$ cat src/rtl/affba_pkg.sv
package affba_pkg;

    // Table geometry defaults
    localparam int NUM_BLOCKS_DEF  = 1024;
    localparam int BLOCK_BYTES_DEF = 4096;

    // Field widths
    localparam int ADDR_W     = 32;
    localparam int SIZE_W     = 32;
    localparam int ALIGN_W    = 5;
    localparam int OPCODE_W   = 1;
    localparam int STATUS_W   = 2;
    localparam int COUNT_W    = 11;
    localparam int CFG_DATA_W = 32;
    localparam int CFG_IDX_W  = 1;

    // Operation codes
    localparam logic [OPCODE_W-1:0] OP_ALLOC = 1'b0;
    localparam logic [OPCODE_W-1:0] OP_FREE  = 1'b1;

    // Result status codes
    localparam logic [STATUS_W-1:0] ST_OK      = 2'd0;
    localparam logic [STATUS_W-1:0] ST_NOSPACE = 2'd1;
    localparam logic [STATUS_W-1:0] ST_ZERO    = 2'd2;
    localparam logic [STATUS_W-1:0] ST_OUTSIDE = 2'd3;

    // Configuration register indexes
    localparam logic [CFG_IDX_W-1:0] REG_REGION_BASE   = 1'b0;
    localparam logic [CFG_IDX_W-1:0] REG_BLOCKS_IN_USE = 1'b1;

endpackage

$ cat src/rtl/aligned_first_fit_block_allocator.sv
// Aligned first-fit block allocator. The block table holds a used bit and a
// continues bit for each block of BLOCK_BYTES bytes (a power of two) and sits
// in one memory with a single read and a single write port; the scan reads
// one entry per cycle. After reset a clearing pass zeroes every table entry,
// and no request is taken until it ends. An allocate first scans the table
// entries in order, up to the managed count, and then marks each block of the
// granted run. A zero size or an uninitialized table answers without a scan.
// A free releases each block of the chain, one table write per block. One
// request is in work at a time; the result sits in an output register, so
// the next request is taken while a result waits to transfer.
module aligned_first_fit_block_allocator
#(
    parameter int NUM_BLOCKS  = affba_pkg::NUM_BLOCKS_DEF,
    parameter int BLOCK_BYTES = affba_pkg::BLOCK_BYTES_DEF
)
(
    input  logic                                clk,
    input  logic                                rst_n,
    // configuration write port
    input  logic                                cfg_we,
    input  logic [affba_pkg::CFG_IDX_W-1:0]     cfg_index,
    input  logic [affba_pkg::CFG_DATA_W-1:0]    cfg_data,
    // request channel
    input  logic                                in_valid,
    output logic                                in_stall,
    input  logic [affba_pkg::OPCODE_W-1:0]      opcode,
    input  logic [affba_pkg::SIZE_W-1:0]        size_bytes,
    input  logic [affba_pkg::ALIGN_W-1:0]       align_log2,
    input  logic [affba_pkg::ADDR_W-1:0]        free_address,
    // result channel
    output logic                                out_valid,
    input  logic                                out_stall,
    output logic [affba_pkg::ADDR_W-1:0]        granted_address,
    output logic [affba_pkg::STATUS_W-1:0]      status
);
    import affba_pkg::*;

    localparam int IDX_W      = $clog2(NUM_BLOCKS);
    localparam int CNT_W      = $clog2(NUM_BLOCKS + 1);
    localparam int BLOCK_LOG2 = $clog2(BLOCK_BYTES);
    localparam int NEED_W     = SIZE_W + 1 - BLOCK_LOG2;
    localparam int BN_W       = ADDR_W - BLOCK_LOG2;
    localparam int NC_W       = (NEED_W > CNT_W) ? NEED_W : CNT_W;
    localparam int BC_W       = (BN_W > CNT_W) ? BN_W : CNT_W;
    localparam int MC_W       = (COUNT_W > CNT_W) ? COUNT_W : CNT_W;

    typedef enum logic [2:0] {
        S_CLEAR,
        S_IDLE,
        S_ALLOC_PREP,
        S_SCAN,
        S_MARK,
        S_FREE_PREP,
        S_CHAIN,
        S_RESP
    } state_t;

    typedef struct packed {
        logic used;
        logic cont;
    } entry_t;

    // Block table
    entry_t mem [NUM_BLOCKS];
    entry_t rd_data_reg;
    logic   wr_en;
    logic [IDX_W-1:0] wr_idx;
    entry_t wr_data;
    logic [IDX_W-1:0] rd_idx;

    // Control and working registers
    state_t state_reg, state_next;
    logic [ADDR_W-1:0]  region_base_reg, region_base_next;
    logic [COUNT_W-1:0] blocks_reg, blocks_next;
    logic [IDX_W-1:0]   clr_idx_reg, clr_idx_next;
    logic [SIZE_W-1:0]  size_reg, size_next;
    logic [ALIGN_W-1:0] align_reg, align_next;
    logic [ADDR_W-1:0]  free_addr_reg, free_addr_next;
    logic [ADDR_W-1:0]  mask_reg, mask_next;
    logic [ADDR_W-1:0]  addr_reg, addr_next;
    logic [CNT_W-1:0]   eval_reg, eval_next;
    logic [CNT_W-1:0]   need_reg, need_next;
    logic [CNT_W-1:0]   last_start_reg, last_start_next;
    logic               run_reg, run_next;
    logic [CNT_W-1:0]   run_cnt_reg, run_cnt_next;
    logic [IDX_W-1:0]   start_reg, start_next;
    logic [IDX_W-1:0]   mark_idx_reg, mark_idx_next;
    logic [CNT_W-1:0]   mark_left_reg, mark_left_next;
    logic [ADDR_W-1:0]  res_addr_reg, res_addr_next;
    logic [STATUS_W-1:0] res_status_reg, res_status_next;
    logic               out_valid_reg, out_valid_next;
    logic [ADDR_W-1:0]  granted_reg, granted_next;
    logic [STATUS_W-1:0] status_reg, status_next;

    // Derived values
    logic [CNT_W-1:0]   n_cnt;
    logic [MC_W-1:0]    blocks_ext;
    logic [SIZE_W:0]    size_round;
    logic [NEED_W-1:0]  need_wide;
    logic [ADDR_W-1:0]  offset;
    logic [BN_W-1:0]    bn_wide;
    logic [CNT_W:0]     eval_plus;
    logic [CNT_W-1:0]   run_cnt_plus;
    logic               aligned;

    // Clamp the managed count to the table depth
    assign blocks_ext = MC_W'(blocks_reg);
    assign n_cnt = (blocks_ext > MC_W'(NUM_BLOCKS)) ? CNT_W'(NUM_BLOCKS) : CNT_W'(blocks_reg);

    // Round the size up to whole blocks
    assign size_round = {1'b0, size_reg} + (SIZE_W + 1)'(BLOCK_BYTES - 1);
    assign need_wide  = size_round[SIZE_W:BLOCK_LOG2];

    // Block number of a free address
    assign offset  = free_addr_reg - region_base_reg;
    assign bn_wide = offset[ADDR_W-1:BLOCK_LOG2];

    assign eval_plus    = {1'b0, eval_reg} + (CNT_W + 1)'(1);
    assign run_cnt_plus = run_cnt_reg + CNT_W'(1);
    assign aligned      = (addr_reg & mask_reg) == '0;

    assign in_stall        = (state_reg != S_IDLE);
    assign out_valid       = out_valid_reg;
    assign granted_address = granted_reg;
    assign status          = status_reg;

    // Sequence one request over the shared table port
    always_comb
    begin
        state_next      = state_reg;
        region_base_next = region_base_reg;
        blocks_next     = blocks_reg;
        clr_idx_next    = clr_idx_reg;
        size_next       = size_reg;
        align_next      = align_reg;
        free_addr_next  = free_addr_reg;
        mask_next       = mask_reg;
        addr_next       = addr_reg;
        eval_next       = eval_reg;
        need_next       = need_reg;
        last_start_next = last_start_reg;
        run_next        = run_reg;
        run_cnt_next    = run_cnt_reg;
        start_next      = start_reg;
        mark_idx_next   = mark_idx_reg;
        mark_left_next  = mark_left_reg;
        res_addr_next   = res_addr_reg;
        res_status_next = res_status_reg;
        out_valid_next  = out_valid_reg && out_stall;
        granted_next    = granted_reg;
        status_next     = status_reg;
        wr_en           = 1'b0;
        wr_idx          = IDX_W'(eval_reg);
        wr_data         = '0;
        rd_idx          = IDX_W'(eval_plus);

        // Take configuration writes
        if (cfg_we)
        begin
            unique case (cfg_index)
                REG_REGION_BASE:   region_base_next = cfg_data;
                REG_BLOCKS_IN_USE: blocks_next = cfg_data[COUNT_W-1:0];
                default:           ;
            endcase
        end

        unique case (state_reg)
            S_CLEAR:
            begin
                wr_en  = 1'b1;
                wr_idx = clr_idx_reg;
                if (clr_idx_reg == IDX_W'(NUM_BLOCKS - 1))
                begin
                    state_next = S_IDLE;
                end
                else
                begin
                    clr_idx_next = clr_idx_reg + IDX_W'(1);
                end
            end

            S_IDLE:
            begin
                if (in_valid)
                begin
                    res_addr_next   = '0;
                    res_status_next = ST_OK;
                    size_next       = size_bytes;
                    align_next      = align_log2;
                    free_addr_next  = free_address;
                    if (opcode == OP_ALLOC)
                    begin
                        if (size_bytes == '0)
                        begin
                            res_status_next = ST_ZERO;
                            state_next      = S_RESP;
                        end
                        else if (n_cnt == '0)
                        begin
                            res_status_next = ST_NOSPACE;
                            state_next      = S_RESP;
                        end
                        else
                        begin
                            state_next = S_ALLOC_PREP;
                        end
                    end
                    else
                    begin
                        if (n_cnt == '0)
                        begin
                            res_status_next = ST_NOSPACE;
                            state_next      = S_RESP;
                        end
                        else
                        begin
                            state_next = S_FREE_PREP;
                        end
                    end
                end
            end

            S_ALLOC_PREP:
            begin
                // prime the read of entry zero and set up the scan
                rd_idx    = '0;
                mask_next = ADDR_W'((33'd1 << align_reg) - 33'd1);
                addr_next = region_base_reg;
                eval_next = '0;
                run_next  = 1'b0;
                if (NC_W'(need_wide) > NC_W'(n_cnt))
                begin
                    res_status_next = ST_NOSPACE;
                    state_next      = S_RESP;
                end
                else
                begin
                    need_next       = CNT_W'(need_wide);
                    last_start_next = n_cnt - CNT_W'(need_wide);
                    state_next      = S_SCAN;
                end
            end

            S_SCAN:
            begin
                if (!run_reg)
                begin
                    if (eval_reg == n_cnt)
                    begin
                        res_addr_next   = '0;
                        res_status_next = ST_NOSPACE;
                        state_next      = S_RESP;
                    end
                    else if (!rd_data_reg.used && aligned)
                    begin
                        if (eval_reg > last_start_reg)
                        begin
                            res_addr_next   = '0;
                            res_status_next = ST_NOSPACE;
                            state_next      = S_RESP;
                        end
                        else if (need_reg == CNT_W'(1))
                        begin
                            res_addr_next  = addr_reg;
                            mark_idx_next  = IDX_W'(eval_reg);
                            mark_left_next = '0;
                            state_next     = S_MARK;
                        end
                        else
                        begin
                            res_addr_next = addr_reg;
                            start_next    = IDX_W'(eval_reg);
                            run_next      = 1'b1;
                            run_cnt_next  = CNT_W'(1);
                            eval_next     = CNT_W'(eval_plus);
                            addr_next     = addr_reg + ADDR_W'(BLOCK_BYTES);
                        end
                    end
                    else
                    begin
                        eval_next = CNT_W'(eval_plus);
                        addr_next = addr_reg + ADDR_W'(BLOCK_BYTES);
                    end
                end
                else
                begin
                    if (rd_data_reg.used)
                    begin
                        // run broken: resume the search past this block
                        run_next  = 1'b0;
                        eval_next = CNT_W'(eval_plus);
                        addr_next = addr_reg + ADDR_W'(BLOCK_BYTES);
                    end
                    else if (run_cnt_plus == need_reg)
                    begin
                        mark_idx_next  = start_reg;
                        mark_left_next = need_reg - CNT_W'(1);
                        run_next       = 1'b0;
                        state_next     = S_MARK;
                    end
                    else
                    begin
                        run_cnt_next = run_cnt_plus;
                        eval_next    = CNT_W'(eval_plus);
                        addr_next    = addr_reg + ADDR_W'(BLOCK_BYTES);
                    end
                end
            end

            S_MARK:
            begin
                wr_en        = 1'b1;
                wr_idx       = mark_idx_reg;
                wr_data.used = 1'b1;
                wr_data.cont = (mark_left_reg != '0);
                if (mark_left_reg == '0)
                begin
                    res_status_next = ST_OK;
                    state_next      = S_RESP;
                end
                else
                begin
                    mark_idx_next  = mark_idx_reg + IDX_W'(1);
                    mark_left_next = mark_left_reg - CNT_W'(1);
                end
            end

            S_FREE_PREP:
            begin
                rd_idx = IDX_W'(bn_wide);
                if (BC_W'(bn_wide) >= BC_W'(n_cnt))
                begin
                    res_status_next = ST_OUTSIDE;
                    state_next      = S_RESP;
                end
                else
                begin
                    eval_next  = CNT_W'(bn_wide);
                    state_next = S_CHAIN;
                end
            end

            S_CHAIN:
            begin
                // release this block, follow the chain up to the last one
                wr_en = 1'b1;
                if (rd_data_reg.cont && (eval_plus < {1'b0, n_cnt}))
                begin
                    eval_next = CNT_W'(eval_plus);
                end
                else
                begin
                    res_status_next = ST_OK;
                    state_next      = S_RESP;
                end
            end

            S_RESP:
            begin
                if (!out_valid_reg || !out_stall)
                begin
                    out_valid_next = 1'b1;
                    granted_next   = res_addr_reg;
                    status_next    = res_status_reg;
                    state_next     = S_IDLE;
                end
            end

            default:
            begin
                state_next = S_IDLE;
            end
        endcase
    end

    // Hold state and registered outputs
    always_ff @(posedge clk or negedge rst_n)
    begin
        if (!rst_n)
        begin
            state_reg       <= S_CLEAR;
            region_base_reg <= '0;
            blocks_reg      <= '0;
            clr_idx_reg     <= '0;
            size_reg        <= '0;
            align_reg       <= '0;
            free_addr_reg   <= '0;
            mask_reg        <= '0;
            addr_reg        <= '0;
            eval_reg        <= '0;
            need_reg        <= '0;
            last_start_reg  <= '0;
            run_reg         <= 1'b0;
            run_cnt_reg     <= '0;
            start_reg       <= '0;
            mark_idx_reg    <= '0;
            mark_left_reg   <= '0;
            res_addr_reg    <= '0;
            res_status_reg  <= ST_OK;
            out_valid_reg   <= 1'b0;
            granted_reg     <= '0;
            status_reg      <= ST_OK;
        end
        else
        begin
            state_reg       <= state_next;
            region_base_reg <= region_base_next;
            blocks_reg      <= blocks_next;
            clr_idx_reg     <= clr_idx_next;
            size_reg        <= size_next;
            align_reg       <= align_next;
            free_addr_reg   <= free_addr_next;
            mask_reg        <= mask_next;
            addr_reg        <= addr_next;
            eval_reg        <= eval_next;
            need_reg        <= need_next;
            last_start_reg  <= last_start_next;
            run_reg         <= run_next;
            run_cnt_reg     <= run_cnt_next;
            start_reg       <= start_next;
            mark_idx_reg    <= mark_idx_next;
            mark_left_reg   <= mark_left_next;
            res_addr_reg    <= res_addr_next;
            res_status_reg  <= res_status_next;
            out_valid_reg   <= out_valid_next;
            granted_reg     <= granted_next;
            status_reg      <= status_next;
        end
    end

    // Block table: one write and one registered read per cycle
    always_ff @(posedge clk)
    begin
        if (wr_en)
        begin
            mem[wr_idx] <= wr_data;
        end
        rd_data_reg <= mem[rd_idx];
    end

`ifndef ASSERT_OFF
    a_fail_no_addr: assert property (@(posedge clk) disable iff (!rst_n)
        (out_valid && (status != ST_OK)) |-> (granted_address == '0))
        else $error("failed request carries a nonzero address");

    a_scan_bound: assert property (@(posedge clk) disable iff (!rst_n)
        (state_reg == S_SCAN && !run_reg) |-> (eval_reg <= n_cnt))
        else $error("scan ran past the managed count");

    a_run_count: assert property (@(posedge clk) disable iff (!rst_n)
        (state_reg == S_SCAN && run_reg) |->
            ((run_cnt_reg != '0) && (run_cnt_reg < need_reg)))
        else $error("run count out of range");

    a_resp_load: assert property (@(posedge clk) disable iff (!rst_n)
        (state_reg == S_RESP && (!out_valid_reg || !out_stall)) |=>
            (out_valid_reg && state_reg == S_IDLE))
        else $error("result not loaded into output register");
`endif

endmodule

$ cat config.mk
export PLATFORM = sky130hd
export DESIGN_NAME = aligned_first_fit_block_allocator
export DESIGN_NICKNAME = d
export VERILOG_FILES = /design/src/rtl/affba_pkg.sv /design/src/rtl/aligned_first_fit_block_allocator.sv
export SDC_FILE = /design/constraint.sdc
export NUM_CORES = 2
export LEC_CHECK = 0
export ABC_AREA = 1
export ABC_CLOCK_PERIOD_IN_PS = 42900
export BUFFER_PORTS_ARGS = -buffer_cell sky130_fd_sc_hd__buf_4
export CAP_MARGIN = 10
export CORE_MARGIN = 2
export CORE_UTILIZATION = 50
export DETAILED_ROUTE_END_ITERATION = 10
export PLACE_DENSITY_LB_ADDON = 0.25
export SLEW_MARGIN = 20
export SYNTH_ARGS = -nofsm -noshare
export SYNTH_HDL_FRONTEND = slang
export SYNTH_SLANG_ARGS = --single-unit
$ cat constraint.sdc
create_clock -name clk -period 42.9 [get_ports clk]
set_input_delay 6.435 -clock clk [delete_from_list [all_inputs] [get_ports clk]]
set_output_delay 6.435 -clock clk [all_outputs]
set_load 0.02 [all_outputs]
==> tab_implementation.tex <==
\begin{tabular}{lr}
\hline
Metric & Value \\
\hline
\multicolumn{2}{l}{\textbf{Run status}} \\
Run status & complete, no violations \\
\multicolumn{2}{l}{\textbf{Critical path}} \\
Maximum fanout encountered on the critical timing path & 6 \\
Type of element capturing the critical path & primary output \\
Critical Path Start Type & flop \\
Critical path class & reg -> out \\
Start of the worst register-to-register path & state\_reg[2]\$\_DFFE\_PN0P\_ \\
Required time at the worst-slack endpoint & approximately 36000 ps \\
Length in cells of the worst reg-to-reg path & 21 \\
Reg2Reg Setup Slack & roughly 36000 ps \\
Reg-to-reg endpoint & rd\_data\_reg[1]\$\_DFF\_P\_ \\
Crit path DAT & between 2000 and 2500 ps \\
\multicolumn{2}{l}{\textbf{Logic synthesis}} \\
Number of flops mapped to enable cells by yosys & between 2000 and 2500 \\
Compound-cell area share of the yosys netlist & 0.0244 \\
Proportion of synthesized area in mux cells & 0.00516 \\
Count of mapped cells out of synthesis & around 11000 \\
Sequential cell area fraction in the yosys report & 0.628 \\
Total nets after synthesis & around 12000 \\
Dominant cells by area after synthesis & sky130\_fd\_sc\_hd\_\_edfxtp\_1, sky130\_fd\_sc\_hd\_\_nand3\_1, sky130\_fd\_sc\_hd\_\_nand2\_1 \\
Largest family of logic cells by synthesized area & simple AND/OR/NAND/NOR gates \\
Cell area after technology mapping & 111000 sq um \\
Area leader, netlist & sky130\_fd\_sc\_hd\_\_edfxtp\_1 \\
Xor/xnor cell area share of the yosys netlist & 0.00677 \\
FFs w/ async S/R, synth & 0.140 \\
Average footprint of a synthesized cell & about 10 sq um \\
Synthesis Warnings & 0 \\
Adder and majority gate portion of the synthesized area & 0.0106 \\
Distinct cell type count after synthesis & between 60 and 70 \\
Most common flop cell mapped by yosys & sky130\_fd\_sc\_hd\_\_edfxtp\_1 \\
Share of the synthesized area in the top cell type & 0.553 \\
Synthesized-area fraction occupied by and/or/nand/nor cells & 0.262 \\
Flop and latch count out of synthesis & roughly 2400 \\
\multicolumn{2}{l}{\textbf{Routing}} \\
Number of nets still failing antenna checks after routing & 0 \\
Overall via count from detail\_route & 83800 \\
Wire per inst & 22.6 microns \\
Total wire length after detailed routing & around 330000 microns \\
Drt pass-1 iters & 8 \\
Detailed-route DRC error count & 0 \\
Violation count after the first detailed-route iteration & approximately 9600 \\
Via density & 5.83 \\
\multicolumn{2}{l}{\textbf{STA}} \\
Worst clock skew & 78.0 ps \\
Fin. Hold Viols & 0 \\
RSZ-0062 raised after global routing & no \\
Final Max Tran Viols & 0 \\
Achievable Freq & approximately 110 MHz \\
Pin slew with the least headroom to its limit & between 1000 and 1500 ps \\
Number of endpoints failing setup at the final stage & 0 \\
Final sum of negative setup slack & 0 ps \\
Final Cycle Share & 0.206 \\
Final Worst Setup Slack & between 30000 and 40000 ps \\
Min Tclk post-route & 8830 ps \\
Relative slew slack & 0.0537 \\
Post-Route Hold Slack & $\sim$470 ps \\
\multicolumn{2}{l}{\textbf{Placed design}} \\
Routability cong. & approximately 0.89 \\
Input/output buffers & about 140 \\
Standard cell area after detailed placement & roughly 110000 sq um \\
Worst setup slack after placement & roughly 34000 ps \\
Post-detailed-placement half-perimeter wirelength & $\sim$170000 microns \\
Placed Cells & 13900 \\
\multicolumn{2}{l}{\textbf{Floorplanning}} \\
Chip height & about 480 microns \\
Standard-cell row count & 173 \\
Area enclosed by the die boundary & 226000 sq um \\
I/O Pins & 144 \\
Placeable core region & around 220000 sq um \\
Initial Utilization & 0.502 \\
Die width & 476 microns \\
\multicolumn{2}{l}{\textbf{Final layout}} \\
Post-route cell area & $\sim$120000 sq um \\
Post-layout net count & 11400 \\
Area growth from synthesis to layout & 9.89\% \\
Non-filler cells in the finished layout & 14400 \\
Commonest non-fill, non-tap cell in the layout & sky130\_fd\_sc\_hd\_\_nand2\_1 \\
Final core occ & 0.552 \\
Top library cells by usage in the layout, fill and taps aside & sky130\_fd\_sc\_hd\_\_nand2\_1, sky130\_fd\_sc\_hd\_\_nand3\_1, sky130\_fd\_sc\_hd\_\_edfxtp\_1 \\
Largest register by flop count & mem \\
Share of post-route cells with drive strength above 1 & 0.0710 \\
Number of flip-flops in the largest register & $\sim$2000 \\
\multicolumn{2}{l}{\textbf{Hold path}} \\
Worst hold stages & 1 \\
Class of the most critical hold timing path & reg -> reg \\
Min-Delay Startpoint & clr\_idx\_reg[4]\$\_DFFE\_PN0P\_ \\
Hold-critical path endpoint & clr\_idx\_reg[4]\$\_DFFE\_PN0P\_ \\
\multicolumn{2}{l}{\textbf{Clock tree}} \\
Depth of the CTS H-tree & 5 \\
Post-CTS Hold Fix Bufs & 0 \\
Maximum root-to-sink buffer count & 4 \\
Count of instances resized after the clock tree is built & 0 \\
CTS Sinks & about 2400 \\
Post-CTS setup buffer count & 0 \\
Clk\_lat worst skew & about 960 ps \\
Clk root buf & sky130\_fd\_sc\_hd\_\_clkbuf\_16 \\
Clock Pin Slew Worst Setup and Hold Paths & 60 ps \\
Number of clock buffers inserted by TritonCTS & $\sim$270 \\
Clock tree from TritonCTS & done \\
\multicolumn{2}{l}{\textbf{GRT}} \\
Largest net degree at the start of global routing & between 200 and 250 \\
Wire length of the first global-routing pass & roughly 490000 microns \\
Antenna violations before repair & 12 \\
Residual overflow from global routing & 0 \\
Global-route total usage across every layer & 0.284 \\
Number of global-route vias before repair & around 81000 \\
\multicolumn{2}{l}{\textbf{Power}} \\
Post-route total power & around 9.3 mW \\
Power density normalized to cell area & between 70 and 80 nW/um\^{}2 \\
Worst vdd ir & between 0.00009 and 0.0001 V \\
Leakage power & around 48 nW \\
\multicolumn{2}{l}{\textbf{Job}} \\
Max Cap Violations & 0 \\
\hline
\end{tabular}
==> final cells by class <==
type	count	area, sq um
antenna	4	10.0
clock buffer	343	7260
clock inverter	114	887
fill	19200	99400
inverter	922	3500
multi-input combinational	7355	34700
sequential	2384	69900
tap	2975	3720
timing repair buffer	284	2300
==> routing by layer <==
metal | track usage | share of wire | vias to the layer above
li1 | - | - | 38100
met1 | 0.366 | 0.39 | 40600
met2 | 0.473 | 0.47 | 4288
met3 | 0.0515 | 0.10 | 760
met4 | 0.121 | 0.044 | 4
met5 | 0 | 0.000083 | -
==> cell families after synthesis <==
kind of cell | after synthesis
and+or+nand+nor | 6644
DFF | 2384
buffers and inverters | 1714
AOI/OAI and AO/OA | 480
adders and majority gates | 94
xor gates and xnor gates | 86
muxes | 51
==> critical path, cell delays in order, from the launching register on <==
cell and delay [ps]:
sky130_fd_sc_hd__dfrtp_1 470, sky130_fd_sc_hd__inv_2 60, sky130_fd_sc_hd__nor2_1 110, sky130_fd_sc_hd__inv_2 60, sky130_fd_sc_hd__nor2_1 390, sky130_fd_sc_hd__inv_1 180
sky130_fd_sc_hd__buf_4 200
==> synth_stat cells, types with 18 or more instances <==
master                        n
sky130_fd_sc_hd__a21oi_1    121
sky130_fd_sc_hd__a31oi_1     18
sky130_fd_sc_hd__buf_1       57
sky130_fd_sc_hd__buf_2      396
sky130_fd_sc_hd__clkbuf_1   315
sky130_fd_sc_hd__dfrtp_1    334
sky130_fd_sc_hd__edfxtp_1  2048
sky130_fd_sc_hd__ha_1        93
sky130_fd_sc_hd__inv_1      897
sky130_fd_sc_hd__inv_2       24
sky130_fd_sc_hd__mux2_2      51
sky130_fd_sc_hd__nand2_1   2758
sky130_fd_sc_hd__nand3_1   2130
sky130_fd_sc_hd__nand3b_1   299
sky130_fd_sc_hd__nand4_1     46
sky130_fd_sc_hd__nor2_1    1293
sky130_fd_sc_hd__nor3_1      48
sky130_fd_sc_hd__nor4_1      28
sky130_fd_sc_hd__o211ai_1    19
sky130_fd_sc_hd__o21ai_0    237
sky130_fd_sc_hd__xor2_1      69
==> how the worst max path moves through the flow <==
stage,from,end,slack (ps)
finish,state_reg[0]$_DFFE_PN0P_,in_stall,34070
detailed placement,rst_n,addr_reg[12]$_DFFE_PN0P_,33850
global placement,rst_n,addr_reg[12]$_DFFE_PN0P_,33910
floorplan,state_reg[0]$_DFFE_PN0P_,mem[0][0]$_DFFE_PP_,13200
CTS,state_reg[0]$_DFFE_PN0P_,in_stall,34080
global route,state_reg[0]$_DFFE_PN0P_,in_stall,33980
==> report_power, final <==
part / total [mW] / internal (mW) / switching, mW / leakage [nW]
clock: 2.17 / 1.26 / 0.908 / 3.99
combinational: 4.25 / 1.11 / 3.14 / 20.6
sequential: 2.92 / 2.81 / 0.108 / 23.1
(Power assumes the default switching activity.)
